--- src/rtl/core/lkl_pkg.sv ---
`timescale 1ns / 1ps

package lkl_pkg;

   // Input opcodes.
   localparam logic OP_ACCESS = 1'b0;
   localparam logic OP_DUMP   = 1'b1;

   // Width of the raw capacity register.
   localparam int CAP_W = 5;

   typedef struct packed {
      logic               opcode;
      logic signed [31:0] key_in;
   } req_type;

   typedef struct packed {
      logic signed [31:0] key_out;
      logic               hit;
      logic               evicted;
      logic               is_last;
      logic               list_empty;
   } rsp_type;

   // What every cell of the chain does in a cycle.
   typedef enum logic [1:0] {
      CELL_HOLD   = 2'b00,
      CELL_ACCESS = 2'b01,
      CELL_ROTATE = 2'b10
   } cell_op_type;

   typedef struct packed {
      cell_op_type        op;
      logic signed [31:0] key;
      logic               hit;
   } cell_ctrl_type;

endpackage

--- src/rtl/core/lru_key_list_top.sv ---
`timescale 1ns / 1ps

// Move-to-front recency list of up to MAX_ENTRIES keys, most recent first.
// The list lives in a chain of cells; each cell holds one key and takes its
// neighbor's key when the list shifts.
// Input channel: an item transfers at a rising edge with start high and busy
// low. An access (opcode 0) compares every held key at once, updates the
// list in that same edge and strobes its single result on rsp_valid in the
// next cycle, so accesses can follow each other in every cycle.
// A dump (opcode 1) raises busy for as long as the dump runs; the
// chain rotates by one cell each cycle and the head key is sent, one result
// per cycle, head to tail, the last one marked with is_last. After the full
// rotation the list is back in order and busy drops. An empty list answers a
// dump with one result marked list_empty, in the next cycle, without busy.
// Results are strobed for one cycle and the receiver cannot hold them off.
// The capacity register sits at byte address 0 of the APB port; writing a
// value below the occupancy drops the least recent keys at once. A value of
// zero acts as one, a value above MAX_ENTRIES as MAX_ENTRIES.
// Reset empties the list and sets the capacity to 16; it needs no clearing
// pass, since only positions below the occupancy are ever read.
module lru_key_list_top #(
   parameter int MAX_ENTRIES = 16
) (
   input  logic             clock,
   input  logic             reset,
   input  logic             start,
   output logic             busy,
   input  lkl_pkg::req_type req_data,
   output logic             rsp_valid,
   output lkl_pkg::rsp_type rsp_data,
   input  logic             psel,
   input  logic             penable,
   input  logic             pwrite,
   input  logic [2:0]       paddr,
   input  logic [31:0]      pwdata,
   output logic [31:0]      prdata,
   output logic             pready
);
   import lkl_pkg::*;

   localparam int CNT_W = $clog2(MAX_ENTRIES + 1);
   localparam int IDX_W = (MAX_ENTRIES > 1) ? $clog2(MAX_ENTRIES) : 1;
   localparam int CMP_W = (CNT_W > CAP_W) ? CNT_W : CAP_W;
   localparam logic [CAP_W-1:0] CAP_RESET = CAP_W'(16);

   function automatic logic [CNT_W-1:0] eff_cap(input logic [CAP_W-1:0] c);
      logic [CMP_W-1:0] cx;
      logic [CMP_W-1:0] mx;
      begin
         cx = CMP_W'(c);
         mx = CMP_W'(MAX_ENTRIES);
         if (c == '0) begin
            eff_cap = CNT_W'(1);
         end else if (cx > mx) begin
            eff_cap = CNT_W'(MAX_ENTRIES);
         end else begin
            eff_cap = CNT_W'(cx);
         end
      end
   endfunction

   logic [CAP_W-1:0] cap_ff, cap_in;
   logic [CNT_W-1:0] occ_ff, occ_in;
   logic             dump_ff, dump_in;
   logic [IDX_W-1:0] cnt_ff, cnt_in;
   logic             rsp_valid_ff, rsp_valid_in;
   rsp_type          rsp_data_ff, rsp_data_in;

   logic                          accept;
   logic                          cfg_write;
   logic [CNT_W-1:0]              ecap;
   logic [CNT_W-1:0]              new_cap;
   logic [CNT_W-1:0]              last_idx;
   logic [CNT_W-1:0]              shift_lim;
   logic                          full;
   logic                          hit;
   logic                          dump_last;
   cell_ctrl_type                 ctrl;
   logic [MAX_ENTRIES-1:0][31:0]  keys;

   assign accept    = start && !dump_ff;
   assign cfg_write = psel && penable && pwrite && (paddr[2] == 1'b0);
   assign ecap      = eff_cap(cap_ff);
   assign new_cap   = eff_cap(pwdata[CAP_W-1:0]);
   assign last_idx  = occ_ff - CNT_W'(1);
   assign full      = occ_ff >= ecap;
   // A miss inserts at the head: a full list drops its tail, otherwise the
   // list grows by one cell.
   assign shift_lim = full ? (ecap - CNT_W'(1)) : occ_ff;
   assign dump_last = CNT_W'(cnt_ff) == last_idx;

   always_comb begin
      ctrl.key = req_data.key_in;
      ctrl.hit = hit;
      if (dump_ff) begin
         ctrl.op = CELL_ROTATE;
      end else if (accept && (req_data.opcode == OP_ACCESS)) begin
         ctrl.op = CELL_ACCESS;
      end else begin
         ctrl.op = CELL_HOLD;
      end
   end

   lkl_chain #(
      .MAX_ENTRIES(MAX_ENTRIES)
   ) u_chain (
      .clock    (clock),
      .ctrl     (ctrl),
      .occ      (occ_ff),
      .shift_lim(shift_lim),
      .last_idx (last_idx),
      .found    (hit),
      .keys     (keys)
   );

   always_comb begin
      cap_in       = cap_ff;
      occ_in       = occ_ff;
      dump_in      = dump_ff;
      cnt_in       = cnt_ff;
      rsp_valid_in = 1'b0;
      rsp_data_in  = rsp_data_ff;

      if (cfg_write) begin
         // Lowering the capacity drops the least recent keys silently.
         cap_in = pwdata[CAP_W-1:0];
         if (occ_ff > new_cap) begin
            occ_in = new_cap;
         end
      end

      if (dump_ff) begin
         rsp_valid_in           = 1'b1;
         rsp_data_in.key_out    = keys[0];
         rsp_data_in.hit        = 1'b0;
         rsp_data_in.evicted    = 1'b0;
         rsp_data_in.is_last    = dump_last;
         rsp_data_in.list_empty = 1'b0;
         cnt_in                 = cnt_ff + IDX_W'(1);
         if (dump_last) begin
            dump_in = 1'b0;
         end
      end else if (accept) begin
         rsp_valid_in           = 1'b1;
         rsp_data_in.key_out    = '0;
         rsp_data_in.hit        = 1'b0;
         rsp_data_in.evicted    = 1'b0;
         rsp_data_in.is_last    = 1'b1;
         rsp_data_in.list_empty = 1'b0;
         if (req_data.opcode == OP_DUMP) begin
            if (occ_ff == '0) begin
               rsp_data_in.list_empty = 1'b1;
            end else begin
               // The results of a dump come from the rotating chain.
               rsp_valid_in = 1'b0;
               dump_in      = 1'b1;
               cnt_in       = '0;
            end
         end else if (hit) begin
            rsp_data_in.hit = 1'b1;
         end else if (full) begin
            // A full list holds exactly ecap keys; the tail goes out.
            rsp_data_in.evicted = 1'b1;
            rsp_data_in.key_out = keys[last_idx[IDX_W-1:0]];
         end else begin
            occ_in = occ_ff + CNT_W'(1);
         end
      end
   end

   always_ff @(posedge clock) begin
      if (reset) begin
         cap_ff       <= CAP_RESET;
         occ_ff       <= '0;
         dump_ff      <= 1'b0;
         cnt_ff       <= '0;
         rsp_valid_ff <= 1'b0;
      end else begin
         cap_ff       <= cap_in;
         occ_ff       <= occ_in;
         dump_ff      <= dump_in;
         cnt_ff       <= cnt_in;
         rsp_valid_ff <= rsp_valid_in;
      end
   end

   always_ff @(posedge clock) begin
      rsp_data_ff <= rsp_data_in;
   end

   assign busy      = dump_ff;
   assign rsp_valid = rsp_valid_ff;
   assign rsp_data  = rsp_data_ff;
   assign pready    = 1'b1;
   assign prdata    = (paddr[2] == 1'b0) ? 32'(cap_ff) : 32'd0;

   // The dump ends only with the tail key going out, marked last.
   a_dump_end: assert property (@(posedge clock) disable iff (reset)
      $fell(busy) |-> (rsp_valid && rsp_data.is_last))
      else $error("dump ended without a last-marked result");

   // The list never holds more keys than the effective capacity.
   a_occ_cap: assert property (@(posedge clock) disable iff (reset)
      occ_ff <= ecap)
      else $error("occupancy above capacity");

   // Every access transfer answers with exactly one result in the next cycle.
   a_access_rsp: assert property (@(posedge clock) disable iff (reset)
      (start && !busy && (req_data.opcode == OP_ACCESS))
         |=> (rsp_valid && rsp_data.is_last && !rsp_data.list_empty))
      else $error("access result missing");

   // A hit never evicts.
   a_hit_evict: assert property (@(posedge clock) disable iff (reset)
      rsp_valid |-> !(rsp_data.hit && rsp_data.evicted))
      else $error("hit and eviction in one result");

endmodule

--- src/rtl/core/lkl_cell.sv ---
`timescale 1ns / 1ps

module lkl_cell #(
   parameter int MAX_ENTRIES = 16,
   parameter int IDX         = 0
) (
   input  logic                           clock,
   input  lkl_pkg::cell_ctrl_type         ctrl,
   input  logic [$clog2(MAX_ENTRIES+1)-1:0] occ,
   input  logic [$clog2(MAX_ENTRIES+1)-1:0] shift_lim,
   input  logic [$clog2(MAX_ENTRIES+1)-1:0] last_idx,
   input  logic signed [31:0]             prev_key,
   input  logic signed [31:0]             next_key,
   input  logic signed [31:0]             head_key,
   input  logic                           found_in,
   output logic                           found_out,
   output logic signed [31:0]             key_out
);
   import lkl_pkg::*;

   localparam int CNT_W = $clog2(MAX_ENTRIES + 1);
   localparam logic [CNT_W-1:0] MY_IDX = CNT_W'(IDX);

   logic signed [31:0] key_ff;
   logic signed [31:0] key_in;
   logic               held;

   // A cell holds a key when its position lies below the occupancy.
   assign held      = MY_IDX < occ;
   assign found_out = found_in | (held && (key_ff == ctrl.key));
   assign key_out   = key_ff;

   always_comb begin
      key_in = key_ff;
      case (ctrl.op)
         CELL_ACCESS: begin
            // On a hit, every cell up to the matching one takes its upstream
            // neighbor; on a miss, every cell up to the shift limit does.
            if (ctrl.hit ? !found_in : (MY_IDX <= shift_lim)) begin
               key_in = prev_key;
            end
         end
         CELL_ROTATE: begin
            if (held) begin
               key_in = (MY_IDX == last_idx) ? head_key : next_key;
            end
         end
         default: begin
            key_in = key_ff;
         end
      endcase
   end

   always_ff @(posedge clock) begin
      key_ff <= key_in;
   end

endmodule

--- src/rtl/core/lkl_chain.sv ---
`timescale 1ns / 1ps

module lkl_chain #(
   parameter int MAX_ENTRIES = 16
) (
   input  logic                             clock,
   input  lkl_pkg::cell_ctrl_type           ctrl,
   input  logic [$clog2(MAX_ENTRIES+1)-1:0] occ,
   input  logic [$clog2(MAX_ENTRIES+1)-1:0] shift_lim,
   input  logic [$clog2(MAX_ENTRIES+1)-1:0] last_idx,
   output logic                             found,
   output logic [MAX_ENTRIES-1:0][31:0]     keys
);
   import lkl_pkg::*;

   logic [MAX_ENTRIES:0] found_chain;

   assign found_chain[0] = 1'b0;
   assign found          = found_chain[MAX_ENTRIES];

   for (genvar g = 0; g < MAX_ENTRIES; g++) begin : g_cell
      logic signed [31:0] prev_key;
      logic signed [31:0] next_key;
      logic signed [31:0] cell_key;

      if (g == 0) begin : g_head
         assign prev_key = ctrl.key;
      end else begin : g_body
         assign prev_key = keys[g-1];
      end

      if (g == MAX_ENTRIES - 1) begin : g_tail
         assign next_key = keys[0];
      end else begin : g_inner
         assign next_key = keys[g+1];
      end

      lkl_cell #(
         .MAX_ENTRIES(MAX_ENTRIES),
         .IDX        (g)
      ) u_cell (
         .clock    (clock),
         .ctrl     (ctrl),
         .occ      (occ),
         .shift_lim(shift_lim),
         .last_idx (last_idx),
         .prev_key (prev_key),
         .next_key (next_key),
         .head_key (keys[0]),
         .found_in (found_chain[g]),
         .found_out(found_chain[g+1]),
         .key_out  (cell_key)
      );

      assign keys[g] = cell_key;
   end

endmodule
--- config.mk ---
export PLATFORM = sky130hd
export DESIGN_NAME = lru_key_list_top
export DESIGN_NICKNAME = d
export VERILOG_FILES = /design/src/rtl/core/lkl_pkg.sv /design/src/rtl/core/lru_key_list_top.sv /design/src/rtl/core/lkl_cell.sv /design/src/rtl/core/lkl_chain.sv
export SDC_FILE = /design/constraint.sdc
export NUM_CORES = 2
export LEC_CHECK = 0
export BUFFER_PORTS_ARGS = -buffer_cell sky130_fd_sc_hd__buf_2
export CAP_MARGIN = 20
export CORE_MARGIN = 4
export CORE_UTILIZATION = 55
export DETAILED_ROUTE_END_ITERATION = 12
export PLACE_DENSITY = 0.75
export SLEW_MARGIN = 20
export SYNTH_ARGS = -nofsm -noshare
export SYNTH_HDL_FRONTEND = slang
export SYNTH_SLANG_ARGS = --single-unit
--- constraint.sdc ---
create_clock -name clock -period 6 [get_ports clock]
set_input_delay 0.3 -clock clock [delete_from_list [all_inputs] [get_ports clock]]
set_output_delay 0.3 -clock clock [all_outputs]
set_load 0.05 [all_outputs]
Word-level counts from Yosys, hierarchy flattened
Index checks and enable logic that the tools add are counted.

Register bits: 564. Output and inout bits: 71.

Reductions and logical operators: 61. Equality and inequality tests: 67. Mux-type cells: 118. Magnitude comparators: 37. Bitwise logic cells: 17. Add/subtract/negate cells: 4.

Operator list (count): $mux 32 (50); $pmux 32 s2 (16); $eq 32x32->1 (16); $bmux 32 s4 (1); $mux 36 (2); $ne 2x2->1 const B (34); $mux 5 (13); $reduce_and 3->1 (16); $le 4x5->1 const A (8); $lt 4x5->1 const A (8); $eq 4x5->1 const A (7); $mux 34 (1); $mux 1 (30); $logic_and 1x1->1 (21); $eq 3x5->1 const A (4); $le 3x5->1 const A (4); $logic_not 5->1 (4); $lt 3x5->1 const A (4); $logic_not 1->1 (16); $mux 4 (4); $or 1x1->1 (15); $eq 2x5->1 const A (2); $gt 5x5->1 const B (2); $le 1x5->1 const A (2); other kinds (17) (24).

Longest topological paths before layout
Depth after elaboration: 21. Mapped depth: 13. Mapped depth without buffers: 12.

Hierarchy
From an unflattened synthesis, not the netlist that was laid out.

Cells, all modules: 3527. Area, all modules: 39968.3 um2.

Modules (own cells, without submodules): lru_key_list_top (cells an instance 473, instances 1, area each 6726.5 um2); lkl_cell at u_chain.g_cell[2].u_cell ... (cells an instance 190, instances 2, area each 2079.5 um2); lkl_cell at u_chain.g_cell[15].u_cell ... (cells an instance 190, instances 2, area each 2078.2 um2); lkl_cell at u_chain.g_cell[13].u_cell (cells an instance 190, instances 1, area each 2102.0 um2); lkl_cell at u_chain.g_cell[14].u_cell (cells an instance 190, instances 1, area each 2100.8 um2); lkl_cell at u_chain.g_cell[7].u_cell (cells an instance 192, instances 1, area each 2099.5 um2); lkl_cell at u_chain.g_cell[0].u_cell (cells an instance 190, instances 1, area each 2088.3 um2); lkl_cell at u_chain.g_cell[1].u_cell (cells an instance 190, instances 1, area each 2085.8 um2); lkl_cell at u_chain.g_cell[4].u_cell (cells an instance 192, instances 1, area each 2085.8 um2); lkl_cell at u_chain.g_cell[12].u_cell (cells an instance 191, instances 1, area each 2073.2 um2); lkl_cell at u_chain.g_cell[9].u_cell (cells an instance 192, instances 1, area each 2073.2 um2); lkl_cell at u_chain.g_cell[10].u_cell (cells an instance 191, instances 1, area each 2072.0 um2); lkl_cell at u_chain.g_cell[6].u_cell (cells an instance 191, instances 1, area each 2069.5 um2); lkl_cell at u_chain.g_cell[11].u_cell (cells an instance 191, instances 1, area each 2039.5 um2); 2 more rows.

Worst setup path after synthesis
Ideal clock, no wire load.

Path kind: register to register. From: reg cap_ff[1]. To: reg u_chain.g_cell[11].u_cell.key_ff[0] (enable). Library setup time: 0.472 ns. Cell stages (with the launch flop): 14. Path slack: 0.249 ns. Data arrival time: 5.279 ns. Clock period less this slack: 5.751 ns. Path through: dfxtp_1 -> or3_1 -> a21oi_1 -> ha_1 -> nand2b_1 -> a21o_1 -> a21oi_1 -> o21ai_1 -> clkbuf_1 -> clkbuf_1 -> nor2_1 -> a21oi_1 -> nor3_1 -> o32ai_1.

Word-level cells in the longest chain between the ends: 9. Elaborated cells on any way between the ends: 11.

Ends and longest elaborated chain: from (decl) (line lru_key_list_top.sv:62) `logic [CAP_W-1:0] cap_ff, cap_in;`; from (signal assigned) (line lru_key_list_top.sv:179) `cap_ff <= cap_in;`; $gt 5x5->1 (line lru_key_list_top.sv:54) `end else if (cx > mx) begin`; $mux 5 (line lru_key_list_top.sv:54); $mux 5 * (line lru_key_list_top.sv:52) `if (c == '0) begin`; $sub 5x1->5 or $ge 5x5->1 (tied branches) (line lru_key_list_top.sv:89, lru_key_list_top.sv:86); $mux 5 * (line lru_key_list_top.sv:89) `assign shift_lim = full ? (ecap - CNT_W'(1)) : occ_ff;`; $le 4x5->1 * (line lkl_cell.sv:39) `if (ctrl.hit ? !found_in : (MY_IDX <= shift_lim)) begin`; $mux 1 * (line lkl_cell.sv:39); $ne 2x2->1 (no source line) *; $reduce_and 3->1 (no source line) *; to (signal assigned) (line lkl_cell.sv:55) `key_ff <= key_in;`; to (decl) (line lkl_cell.sv:24) `logic signed [31:0] key_ff;`.

Every way passes the cells marked *; elsewhere a longest branch is shown, timed or not. A chain may end at the register's enable or synchronous reset.

Final worst setup path
From: reg occ_ff[4]. To: reg u_chain.g_cell[10].u_cell.key_ff[18] (enable).

Word-level cells in the longest chain between the ends: 20. Elaborated cells on any way between the ends: 55.

Ends and longest elaborated chain: from (decl) (line lru_key_list_top.sv:63) `logic [CNT_W-1:0] occ_ff, occ_in;`; from (signal assigned) (line lru_key_list_top.sv:180) `occ_ff <= occ_in;`; $lt 1x5->1 (line lkl_cell.sv:29) `assign held = MY_IDX < occ;`; $logic_and 1x1->1 (line lkl_cell.sv:30) `assign found_out = found_in | (held && (key_ff == ctrl.key));`; $or 1x1->1 (15 in series) (line lkl_cell.sv:30); $mux 1 (line lkl_cell.sv:39); $ne 2x2->1 (no source line); $reduce_and 3->1 (no source line) *; to (signal assigned) (line lkl_cell.sv:55); to (decl) (line lkl_cell.sv:24).

Marked as above.

==> reports/metrics.yaml <==
rsz0062_at_grt: "false"
first_global_vias: 28300
start_kind: "flip-flop"
peakVddDrop_mv: 0.269
dp.final_hpwl_um: 118000
min_from: "pwdata[4]"
start_util_pct: 55.6
grt_max_degree: 177
timing.final.max_slew_violations: 0
numCtsBuffers: 67
arrival_ns: 4.99
tightestPinTransition_ns: 1.24
crit_type: "reg -> reg"
power.density_mw_per_mm2: 295
die_w_um: 274
fillers: 5719
wl_um: 168000
die_h_um: 274
grt_pass1_wl_um: 230000
r2r_slack_ns: 1.29
internal_power_uw: 8280
root_buffer: "clkbuf_16"
hold_viol_final: 0
clockBufferDepth: 3
hold_path.class: "in -> reg"
dr.pass1.iters: 9
drc: 0
p_leak_uw: 0.0168
p_switching_uw: 4220
yosysWarnings: 0
first_iter_violations: 7141
clock_latency_ns: 0.63
synthFlopType: "edfxtp_1"
power_frac_seq_pct: 41.0
area_delta_synth_final_pct: 8.71
period_needed_ns: 4.71
hold_slack_ns: 0.0593
period_share_pct: 78.5
slew_headroom_pct: 16.6
final_nets: 3505
clk_pin_slew_ns: 0.06
ys_types: 65
post_cts_resized: 0
vias: 31700
holdPathStages: 3
worst_setup_path_end_kind: "flip-flop"
cp.required_ns: 6.28
ant_nets: 0
viasPerCell: 7.18
syn_inst: 3490
grt_use_total_pct: 44.0
setup_violations: 0
grt-ovfl-total: 0
sw_frac_of_total_pct: 33.8
yosysSeqAreaShare_pct: 43.0
row_count: 97
core_mm2: 0.0700
p_clk_share_pct: 33.8
port_buffers: 87
ys_ff_latch: 564
io-pin-count: 145
grt_antenna_before_repair: 20
tns_ns: 0
final_layout_size_suffix_gt1_share_pct: 16.8
synth-async-reset-ratio_pct: 0
gp_congestion: 1.13
maxCapViolations: 0
r2r_start: "occ_ff[4]"
comb_power_share_pct: 25.2
cp_max_fo: 20
cts_max_level: 3
r2r-end: "u_chain.g_cell[10].u_cell.key_out[18]"
worstHoldEndpoint: "occ_ff[4]"
max_freq_ghz: 0.212
routedWlPerCell_um: 38.1
finalPower_uw: 12500
synth-edff-count: 545
syn_avg_cell_area_um2: 11.2
finClkSkew_ns: 0.0366
status: "finished clean"
dieArea_mm2: 0.0751
cts_tree: "yes"
cts_num_sinks: 564
netlist_area_mm2: 0.0389
reg2regPathDepth: 10
[metal layers]
metal	wire (um)	up-vias	track usage (%)	share of wire (%)
met5	59	-	0	0.035
met4	12700	8	25.1	7.5
met3	26000	602	15.4	15
met2	70100	2947	62.4	42
met1	59600	15500	58.6	35
li1	-	12700	-	-
[flip-flops by register name, indices dropped and copies added (netlist names)]
register                       count
rsp_valid                          1
cnt_ff                             4
u_chain.g_cell.u_cell.key_out    512
cap_ff                             5
rsp_data                          36
busy                               1
occ_ff                             5
[what timing repair did]
action                                 4_1_cts  5_1_grt
hold buffers                                 5        0
endpoints found under the hold margin        5        0
setup buffers                                0        0
[cells in the mapped netlist (7+ instances only)]
cell type  count  area share [%]
a21oi_1      444             5.7
a32o_1        32            0.82
and2_1         8            0.13
and3_1         8            0.13
buf_1         41            0.40
buf_2         79             1.0
buf_4         46            0.89
buf_6         12            0.35
clkbuf_1     185             1.8
dfxtp_1       19            0.98
edfxtp_1     545              42
ha_1          18            0.58
inv_1         19            0.18
mux2_2        99             2.9
mux2i_1      431              11
mux4_2       160             9.3
nand2_1       61            0.59
nand2b_1       9            0.14
nand3_1       32            0.41
nand4_1       64             1.0
nor2_1       452             4.4
nor2b_1        7            0.11
nor3_1        23            0.30
nor4_1        79             1.3
o211ai_1       9            0.17
o21ai_0       18            0.23
xnor2_1      211             4.7
xor2_1       302             6.8
[worst max-delay path by stage]
stage / cells past startpoint / slack [ns] / endpoint / from
finish: 10 / 1.29 / u_chain.g_cell[10].u_cell.key_out[18] / occ_ff[4]
global placement: 10 / 1.61 / u_chain.g_cell[12].u_cell.key_out[10] / req_data[25]
floorplan: 13 / 0.25 / u_chain.g_cell[11].u_cell.key_out[0] / cap_ff[1]
CTS: 9 / 1.61 / u_chain.g_cell[10].u_cell.key_out[18] / u_chain.g_cell[0].u_cell.key_out[15]
global route: 10 / 1.37 / u_chain.g_cell[2].u_cell.key_out[13] / u_chain.g_cell[0].u_cell.key_out[15]
detailed placement: 10 / 1.57 / u_chain.g_cell[10].u_cell.key_out[21] / req_data[6]
[logic make-up after synthesis]
group / count (synthesis) / share of synthesized area [%]
xor+xnor: 514 / 11.6
buf+inv: 384 / 4.64
mux: 690 / 23.2
simple gates: 773 / 9.14
other cells: 2 / 0.0193
fa+ha+maj: 19 / 0.604
compound gates: 544 / 7.77
flops: 564 / 43.0
[power groups by stage]
stage               Clock (uW)  Combinational (uW)  Sequential (uW)
floorplan                    0                1910             5090
global placement             0                2960             5180
detailed placement           0                2990             5180
CTS                       4200                3010             5100
global route              4370                3190             5150
finish                    4220                3150             5130
[layout make-up]
| cell class | count | area, um2 | area share, % |
|---|---|---|---|
| diodes | 17 | 42.5 | 0.101 |
| clock buffers | 88 | 1810 | 4.27 |
| clock inverters | 32 | 364 | 0.861 |
| inverters | 19 | 71.3 | 0.169 |
| multi-input cells | 2568 | 20700 | 48.9 |
| flip-flops and latches | 564 | 16800 | 39.6 |
| well taps | 940 | 1180 | 2.78 |
| repair buffers | 193 | 1390 | 3.29 |
[worst max-delay path: stages (launching register included)]
cell	delay, ns
dfxtp_1	0.49
buf_4	0.29
a21oi_1	0.16
nor4_1	1.03
nand4_1	0.17
nor4_1	0.49
nand4_1	0.35
and4_4	0.33
nand2_1	0.12
a221o_2	0.56
buf_12	0.30
[cells in the final DEF (no fill, tap or decap), drive strengths merged, types with 7 or more instances in the layout]
cell | netlist | layout
conb | 2 | 28
and3 | 8 | 8
o211ai | 9 | 9
nand3 | 32 | 32
ha | 18 | 18
diode | 0 | 17
mux2i | 431 | 431
edfxtp | 545 | 545
mux4 | 160 | 160
buf | 178 | 187
nor3 | 25 | 25
dfxtp | 19 | 19
xor2 | 303 | 303
and2 | 8 | 8
nand2b | 9 | 9
nand4 | 64 | 64
bufinv | 0 | 8
a32o | 32 | 32
nor2b | 7 | 7
xnor2 | 211 | 211
clkbuf | 187 | 89
inv | 19 | 21
clkinv | 0 | 20
mux2 | 99 | 99
a21oi | 444 | 444
o21ai | 20 | 20
nor4 | 83 | 83
nand2 | 61 | 61
nor2 | 452 | 452
[through the flow]
step,setup slack [ns],std cells,util [%],instance area [um2]
after global placement,1.61,4278,57.2,40000
after floorplan,0.249,3516,-,39000
final,1.29,4421,60.4,42300
after CTS,1.61,4403,60.3,42300
after detailed placement,1.57,4278,57.2,40000
after global routing,1.37,4407,60.4,42300
Note: power is estimated with default switching activity, not from simulation.
